**config.mk**
```make
export PLATFORM = sky130hd
export DESIGN_NAME = rgb_to_hsv_converter_core
export DESIGN_NICKNAME = d
export VERILOG_FILES = /design/src/rtl/rgbhsv_pkg.sv /design/src/rtl/rgb_to_hsv_converter_core.sv /design/src/rtl/rgbhsv_front.sv /design/src/rtl/rgbhsv_cell.sv /design/src/rtl/rgbhsv_skid.sv
export SDC_FILE = /design/constraint.sdc
export NUM_CORES = 2
export LEC_CHECK = 0
export ABC_AREA = 0
export BUFFER_PORTS_ARGS = -buffer_cell sky130_fd_sc_hd__buf_2
export CAP_MARGIN = 20
export CORE_MARGIN = 3
export CORE_UTILIZATION = 30
export CTS_BUF_LIST = sky130_fd_sc_hd__clkbuf_16
export CTS_CLUSTER_SIZE = 24
export DETAILED_ROUTE_END_ITERATION = 8
export GPL_TIMING_DRIVEN = 0
export HOLD_SLACK_MARGIN = 0.15
export SYNTH_ARGS = -nofsm -noshare
export SYNTH_HDL_FRONTEND = slang
export SYNTH_HIERARCHICAL = 1
export SYNTH_SLANG_ARGS = --single-unit
export TNS_END_PERCENT = 100
```
**constraint.sdc**
```tcl
create_clock -name clk -period 105.4 [get_ports clk]
set_clock_uncertainty 0.05 [all_clocks]
set_input_delay 26.35 -clock clk [delete_from_list [all_inputs] [get_ports clk]]
set_output_delay 26.35 -clock clk [all_outputs]
set_load 0.03 [all_outputs]
```
**src/rtl/rgbhsv_pkg.sv**
```systemverilog
// Shared types and constants for the RGB to HSV converter.
package rgbhsv_pkg;

  localparam int PIX_W = 8;   // channel byte
  localparam int HUE_W = 15;  // hue field
  localparam int SAT_W = 16;  // saturation field
  localparam int DIV_W = 9;   // divisors are 2*max or 2*delta
  localparam int REM_W = 10;  // partial remainder after the shift-in

  localparam int IN_W  = 3 * PIX_W;
  localparam int RES_W = HUE_W + SAT_W + PIX_W;
  localparam int OUT_W = ((RES_W + 7) / 8) * 8;

  typedef enum logic [1:0] {
    SEC_RED,
    SEC_GREEN,
    SEC_BLUE
  } sector_t;

  // Side data that travels along the divider cells with each pixel
  typedef struct packed {
    logic             gray;
    logic [PIX_W-1:0] value;
  } side_t;

endpackage

```
**src/rtl/rgb_to_hsv_converter_core.sv**
```systemverilog
// Top level of the RGB to HSV converter: front stage, divider cell row, output skid.
//
//  channel | dir | tdata fields (low bit up)                      | tuser/tlast
//  s_axis  | in  | red[7:0] green[15:8] blue[23:16]                | none
//  m_axis  | out | hue[14:0] saturation[30:15] value[38:31], 0     | none
//
// One pixel per clock while the output does not stall. The stages are one set-up
// register, one cell per quotient bit of the two row-shared restoring dividers
// (QW = max(SAT_BITS, HUE_FRAC_BITS + 9) quotient bits), and one output register.
// Synchronous reset clears the valid bits of every stage and the output.
// A stalled output parks one more result in the skid stage; s_tready then drops
// and the whole row holds until the skid stage drains.
module rgb_to_hsv_converter_core #(
  parameter int HUE_FRAC_BITS = 6,
  parameter int SAT_BITS      = 16
) (
  input  logic                         clk,
  input  logic                         rst,
  input  logic                         s_tvalid,
  output logic                         s_tready,
  input  logic [rgbhsv_pkg::IN_W-1:0]  s_tdata,   // red, green, blue
  output logic                         m_tvalid,
  input  logic                         m_tready,
  output logic [rgbhsv_pkg::OUT_W-1:0] m_tdata    // hue, saturation, value, pad
);
  import rgbhsv_pkg::*;

  localparam int QW = (SAT_BITS > HUE_FRAC_BITS + 9) ? SAT_BITS : HUE_FRAC_BITS + 9;
  localparam logic [QW-1:0] HUE_FULL = QW'(360 * (1 << HUE_FRAC_BITS));

  logic             ce;
  logic             vld      [QW+1];
  side_t            side     [QW+1];
  logic [REM_W-1:0] sat_rem  [QW+1];
  logic [QW-1:0]    sat_word [QW+1];
  logic [DIV_W-1:0] sat_div  [QW+1];
  logic [REM_W-1:0] hue_rem  [QW+1];
  logic [QW-1:0]    hue_word [QW+1];
  logic [DIV_W-1:0] hue_div  [QW+1];

  logic [HUE_W-1:0] hue_fin;
  logic [SAT_W-1:0] sat_fin;
  logic [RES_W-1:0] res_data, out_res;

  assign s_tready = ce;

  rgbhsv_front #(
    .HUE_FRAC_BITS (HUE_FRAC_BITS),
    .SAT_BITS      (SAT_BITS),
    .QW            (QW)
  ) u_front (
    .clk          (clk),
    .rst          (rst),
    .ce           (ce),
    .in_valid     (s_tvalid),
    .red          (s_tdata[PIX_W-1:0]),
    .green        (s_tdata[2*PIX_W-1:PIX_W]),
    .blue         (s_tdata[3*PIX_W-1:2*PIX_W]),
    .out_valid    (vld[0]),
    .out_side     (side[0]),
    .out_sat_rem  (sat_rem[0]),
    .out_sat_word (sat_word[0]),
    .out_sat_div  (sat_div[0]),
    .out_hue_rem  (hue_rem[0]),
    .out_hue_word (hue_word[0]),
    .out_hue_div  (hue_div[0])
  );

  for (genvar i = 0; i < QW; i++) begin : g_cell
    rgbhsv_cell #(
      .QW (QW)
    ) u_cell (
      .clk          (clk),
      .rst          (rst),
      .ce           (ce),
      .in_valid     (vld[i]),
      .in_side      (side[i]),
      .in_sat_rem   (sat_rem[i]),
      .in_sat_word  (sat_word[i]),
      .in_sat_div   (sat_div[i]),
      .in_hue_rem   (hue_rem[i]),
      .in_hue_word  (hue_word[i]),
      .in_hue_div   (hue_div[i]),
      .out_valid    (vld[i+1]),
      .out_side     (side[i+1]),
      .out_sat_rem  (sat_rem[i+1]),
      .out_sat_word (sat_word[i+1]),
      .out_sat_div  (sat_div[i+1]),
      .out_hue_rem  (hue_rem[i+1]),
      .out_hue_word (hue_word[i+1]),
      .out_hue_div  (hue_div[i+1])
    );
  end

  // gray pixels give zero hue and saturation; a hue rounded to a full turn wraps
  always_comb begin
    if (side[QW].gray || hue_word[QW] >= HUE_FULL) begin
      hue_fin = '0;
    end else begin
      hue_fin = HUE_W'(hue_word[QW]);
    end
    sat_fin  = side[QW].gray ? '0 : SAT_W'(sat_word[QW]);
    res_data = {side[QW].value, sat_fin, hue_fin};
  end

  rgbhsv_skid #(
    .W (RES_W)
  ) u_skid (
    .clk       (clk),
    .rst       (rst),
    .in_valid  (vld[QW]),
    .in_ready  (ce),
    .in_data   (res_data),
    .out_valid (m_tvalid),
    .out_ready (m_tready),
    .out_data  (out_res)
  );

  assign m_tdata = OUT_W'(out_res);

endmodule

```
**src/rtl/rgbhsv_front.sv**
```systemverilog
// Front stage: max/min, sector, and dividend/divisor set-up for both dividers.
module rgbhsv_front #(
  parameter int HUE_FRAC_BITS = 6,
  parameter int SAT_BITS      = 16,
  parameter int QW            = 16
) (
  input  logic                        clk,
  input  logic                        rst,
  input  logic                        ce,
  input  logic                        in_valid,
  input  logic [rgbhsv_pkg::PIX_W-1:0] red,
  input  logic [rgbhsv_pkg::PIX_W-1:0] green,
  input  logic [rgbhsv_pkg::PIX_W-1:0] blue,
  output logic                        out_valid,
  output rgbhsv_pkg::side_t           out_side,
  output logic [rgbhsv_pkg::REM_W-1:0] out_sat_rem,
  output logic [QW-1:0]               out_sat_word,
  output logic [rgbhsv_pkg::DIV_W-1:0] out_sat_div,
  output logic [rgbhsv_pkg::REM_W-1:0] out_hue_rem,
  output logic [QW-1:0]               out_hue_word,
  output logic [rgbhsv_pkg::DIV_W-1:0] out_hue_div
);
  import rgbhsv_pkg::*;

  localparam int NS_W = SAT_BITS + 9;
  localparam int NH_W = HUE_FRAC_BITS + 18;

  logic [PIX_W-1:0]  mx, mn, delta;
  sector_t           sector;
  logic signed [8:0] num;
  logic signed [18:0] num_x, del_x, off_x, m_raw, m_wrap;
  logic [16:0]       m_u;
  logic [NS_W-1:0]   sat_num;
  logic [NH_W-1:0]   hue_num;

  always_comb begin
    // ties go to red, then green
    if (red >= green && red >= blue) begin
      sector = SEC_RED;
      mx     = red;
    end else if (green >= blue) begin
      sector = SEC_GREEN;
      mx     = green;
    end else begin
      sector = SEC_BLUE;
      mx     = blue;
    end
    mn = red;
    if (green < mn) mn = green;
    if (blue < mn) mn = blue;
    delta = mx - mn;

    case (sector)
      SEC_RED: begin
        num   = $signed({1'b0, green}) - $signed({1'b0, blue});
        off_x = 19'sd0;
      end
      SEC_GREEN: begin
        num   = $signed({1'b0, blue}) - $signed({1'b0, red});
        off_x = 19'sd120;
      end
      SEC_BLUE: begin
        num   = $signed({1'b0, red}) - $signed({1'b0, green});
        off_x = 19'sd240;
      end
      default: begin
        num   = '0;
        off_x = 19'sd0;
      end
    endcase

    // hue in whole degrees times delta; wrap a negative red-sector hue
    num_x  = 19'(num);
    del_x  = $signed({11'd0, delta});
    m_raw  = num_x * 19'sd60 + del_x * off_x;
    m_wrap = (m_raw < 0) ? m_raw + del_x * 19'sd360 : m_raw;
    m_u    = m_wrap[16:0];

    hue_num = (NH_W'(m_u) << (HUE_FRAC_BITS + 1)) + NH_W'(delta);
    sat_num = (NS_W'(delta) << (SAT_BITS + 1)) - (NS_W'(delta) << 1) + NS_W'(mx);
  end

  always_ff @(posedge clk) begin
    if (rst) begin
      out_valid <= 1'b0;
    end else if (ce) begin
      out_valid <= in_valid;
    end
  end

  always_ff @(posedge clk) begin
    if (ce) begin
      out_side.gray  <= (delta == '0);
      out_side.value <= mx;
      out_sat_rem    <= REM_W'(sat_num >> QW);
      out_sat_word   <= QW'(sat_num);
      out_sat_div    <= {mx, 1'b0};
      out_hue_rem    <= REM_W'(hue_num >> QW);
      out_hue_word   <= QW'(hue_num);
      out_hue_div    <= {delta, 1'b0};
    end
  end

endmodule

```
**src/rtl/rgbhsv_cell.sv**
```systemverilog
// Divider cell: one restoring quotient bit for the saturation and hue lanes.
module rgbhsv_cell #(
  parameter int QW = 16
) (
  input  logic                        clk,
  input  logic                        rst,
  input  logic                        ce,
  input  logic                        in_valid,
  input  rgbhsv_pkg::side_t           in_side,
  input  logic [rgbhsv_pkg::REM_W-1:0] in_sat_rem,
  input  logic [QW-1:0]               in_sat_word,
  input  logic [rgbhsv_pkg::DIV_W-1:0] in_sat_div,
  input  logic [rgbhsv_pkg::REM_W-1:0] in_hue_rem,
  input  logic [QW-1:0]               in_hue_word,
  input  logic [rgbhsv_pkg::DIV_W-1:0] in_hue_div,
  output logic                        out_valid,
  output rgbhsv_pkg::side_t           out_side,
  output logic [rgbhsv_pkg::REM_W-1:0] out_sat_rem,
  output logic [QW-1:0]               out_sat_word,
  output logic [rgbhsv_pkg::DIV_W-1:0] out_sat_div,
  output logic [rgbhsv_pkg::REM_W-1:0] out_hue_rem,
  output logic [QW-1:0]               out_hue_word,
  output logic [rgbhsv_pkg::DIV_W-1:0] out_hue_div
);
  import rgbhsv_pkg::*;

  logic [REM_W-1:0] sat_t, hue_t, sat_rem_next, hue_rem_next;
  logic             sat_q, hue_q;

  // shift the next dividend bit into the remainder; the quotient bit
  // takes its place at the bottom of the word
  always_comb begin
    sat_t        = {in_sat_rem[REM_W-2:0], in_sat_word[QW-1]};
    sat_q        = (sat_t >= REM_W'(in_sat_div));
    sat_rem_next = sat_q ? sat_t - REM_W'(in_sat_div) : sat_t;
    hue_t        = {in_hue_rem[REM_W-2:0], in_hue_word[QW-1]};
    hue_q        = (hue_t >= REM_W'(in_hue_div));
    hue_rem_next = hue_q ? hue_t - REM_W'(in_hue_div) : hue_t;
  end

  always_ff @(posedge clk) begin
    if (rst) begin
      out_valid <= 1'b0;
    end else if (ce) begin
      out_valid <= in_valid;
    end
  end

  always_ff @(posedge clk) begin
    if (ce) begin
      out_side     <= in_side;
      out_sat_rem  <= sat_rem_next;
      out_sat_word <= {in_sat_word[QW-2:0], sat_q};
      out_sat_div  <= in_sat_div;
      out_hue_rem  <= hue_rem_next;
      out_hue_word <= {in_hue_word[QW-2:0], hue_q};
      out_hue_div  <= in_hue_div;
    end
  end

endmodule

```
**src/rtl/rgbhsv_skid.sv**
```systemverilog
// Output register with a skid stage that takes one more result under a stall, so in_ready is registered.
module rgbhsv_skid #(
  parameter int W = 39
) (
  input  logic         clk,
  input  logic         rst,
  input  logic         in_valid,
  output logic         in_ready,
  input  logic [W-1:0] in_data,
  output logic         out_valid,
  input  logic         out_ready,
  output logic [W-1:0] out_data
);

  logic         skid_valid;
  logic [W-1:0] skid_data;

  assign in_ready = !skid_valid;

  always_ff @(posedge clk) begin
    if (rst) begin
      out_valid  <= 1'b0;
      skid_valid <= 1'b0;
    end else begin
      if (out_ready || !out_valid) begin
        if (skid_valid) begin
          out_valid  <= 1'b1;
          out_data   <= skid_data;
          skid_valid <= 1'b0;
        end else begin
          out_valid <= in_valid;
          out_data  <= in_data;
        end
      end else if (in_valid && !skid_valid) begin
        // park the transaction while the output is held
        skid_valid <= 1'b1;
        skid_data  <= in_data;
      end
    end
  end

endmodule

```
==> qor.yml <==
clocking:
  cts.sink_count: 1349
  clk_transition_reported_paths_ns: 0.06
  cts_tree: "done"
  post_cts_buffers: 0
  clk_latency_ns: 0.75
  cts_max_level: 4
  cts_buffer_depth: 3
  postCtsHoldBufs: 0
  cts-root-buf: "clkbuf_16"
  cts_buffers: 146
  cts_resized: 0
run_status:
  status: "completed"
drt:
  first_pass_iters: 7
  via_per_inst: 4.58
  drtIter0Drc: 1943
  wire_per_inst_um: 13.8
  drc_errors: 0
  detail-route-antenna-nets: 0
  num_vias: 36811
  drt_wl_total_um: 111000
logic_synthesis:
  avgSynthCellArea_um2: 13.7
  synthCells: 4829
  syn-cell-area_um2: 65900
  yosysWarnings: 6
critical_path:
  crit_path_end_kind: "register"
  crit_type: "in -> reg"
  cpMostUsedCell: "ha_1"
  cpMaxStageDelayCell: "xor2_1"
  critPathMaxFanout: 11
  arrival_ns: 38.87
  required_ns: 105.84
  startpoint_type: "input pin"
  critPathMaxStageDelay_ns: 0.81
flow_run:
  maxCapViolations: 0
timing:
  fmax_mhz: 26.0
  worstMarginPinSlew_ns: 1.11
  fin_crit_sh_pct: 36.5
  final_max_slew_viol_count: 0
  fin_ws_ns: 66.97
  relSlewSlack_pct: 25.2
  finalSetupViolCount: 0
  tns_ns: 0
  rsz0062_at_grt: "no"
  fin_crit_ns: 38.43
  finalHoldViolations: 0
floorplan:
  die_area_um2: 225000
  core-area_um2: 218000
  ios: 70
  start_util_pct: 30.3
  row_count: 171
  die_y_um: 475
  die_w_um: 475
global_route:
  grt.total_usage_pct: 9.74
  grt_max_degree: 145
  antenna_found_initial: 0
  grt_pass1_vias: 38088
  overflow: 0
  grt_pass1_wl_um: 184000
placement:
  place.gp.congestion: 0.859
  buffer_ports.inserted: 68
  post-place-ws_ns: 66.20
  dp.final_hpwl_um: 79500
min_path:
  hp-class: "reg -> reg"
final_layout:
  area_delta_synth_final_pct: 13.6
  num_antenna_cells: 0
  drive_gt1_share_pct: 11.5
  fin_util_pct: 34.4
  n_fill_cell: 20850
  nets: 5620
cell type report:
cell class                 instances  area (um2)  area share (%)
buffer                           127         945            1.26
tap                             2854        3570            4.77
clock inverter                   112         921            1.23
clock buffer                     151        3780            5.05
inverter                         508        1910            2.56
sequential                      1349       40300            53.8
multi-input combinational       2848       22800            30.4
timing repair buffer              81         666           0.889
per-stage QoR:
| stage | area (um2) | hold slack [ns] | std cells |
|---|---|---|---|
| 2_1_floorplan | 65900 | 0.350 | 4832 |
| 3_3_place_gp | 69900 | 0.351 | 7754 |
| 3_5_place_dp | 70200 | 0.355 | 7767 |
| 4_1_cts | 74900 | 0.348 | 8030 |
| 5_1_grt | 74900 | 0.358 | 8030 |
| 6_report | 74900 | 0.352 | 8030 |
metal layers:
| layer | global-route usage, % | wire [um] | vias to the layer above |
|---|---|---|---|
| met2 | 17.7 | 55600 | 651 |
| met3 | 1.61 | 3880 | 262 |
| li1 | - | - | 18288 |
| met5 | 0 | 0 | - |
| met1 | 11.3 | 47500 | 17610 |
| met4 | 4.11 | 3690 | 0 |
flip-flops by register name, indices dropped and copies added, names as in the netlist, 9 cells and up:
| register | cells |
|---|---|
| g_cell.u_cell/out_hue_div | 135 |
| g_cell.u_cell/out_hue_rem | 135 |
| g_cell.u_cell/out_hue_word | 256 |
| g_cell.u_cell/out_sat_div | 135 |
| g_cell.u_cell/out_sat_rem | 135 |
| g_cell.u_cell/out_sat_word | 256 |
| g_cell.u_cell/out_side | 144 |
| g_cell.u_cell/out_valid | 16 |
| u_front/out_hue_word | 15 |
| u_front/out_sat_rem | 9 |
| u_front/out_sat_word | 16 |
| u_skid/out_data | 39 |
| u_skid/skid_data | 39 |
critical path, delay by kind of cell:
family | cells | cell delay (ns)
AOI/OAI and AO/OA | 19 | 4.72
xor gates and xnor gates | 2 | 0.96
adders and majority gates | 9 | 3.15
buffers and inverters | 9 | 2.11
muxes | 2 | 0.75
and+or+nand+nor | 5 | 0.76
worst paths after layout:
kind                                        end  cells after the start                             start  slack [ns]
max                      u_front/out_hue_rem[5]                     46                       s_tdata[12]       66.97
min            g_cell[7].u_cell/out_sat_word[3]                      0  g_cell[6].u_cell/out_sat_word[2]        0.35
max reg2reg  g_cell[10].u_cell/out_sat_word[14]                      7                 u_skid/skid_valid      102.02
min reg2reg    g_cell[7].u_cell/out_sat_word[3]                      0  g_cell[6].u_cell/out_sat_word[2]        0.35
layout by cell type (no fill, tap or decap), types with 32 or more instances in the layout:
master and n:
a21o_1 141, nand3b_1 33, nor2b_1 58, mux2_4 59, clkbuf_16 151, a211oi_1 55, nor3_1 40, o2111ai_1 33
buf_2 73, clkbuf_2 32, buf_6 38, xnor2_1 169, a21oi_1 235, nand2b_1 56, nor2_1 269, o21ai_0 232
xor2_1 68, nand4_1 64, fa_1 87, inv_1 537, mux2i_1 48, a211o_1 33, edfxtp_1 1330, ha_1 444
and3_1 86, nand2_1 252
Power is left out: the tool's default activity adds up to more than one toggle a clock period on the data nets, which glitch-free logic cannot reach.
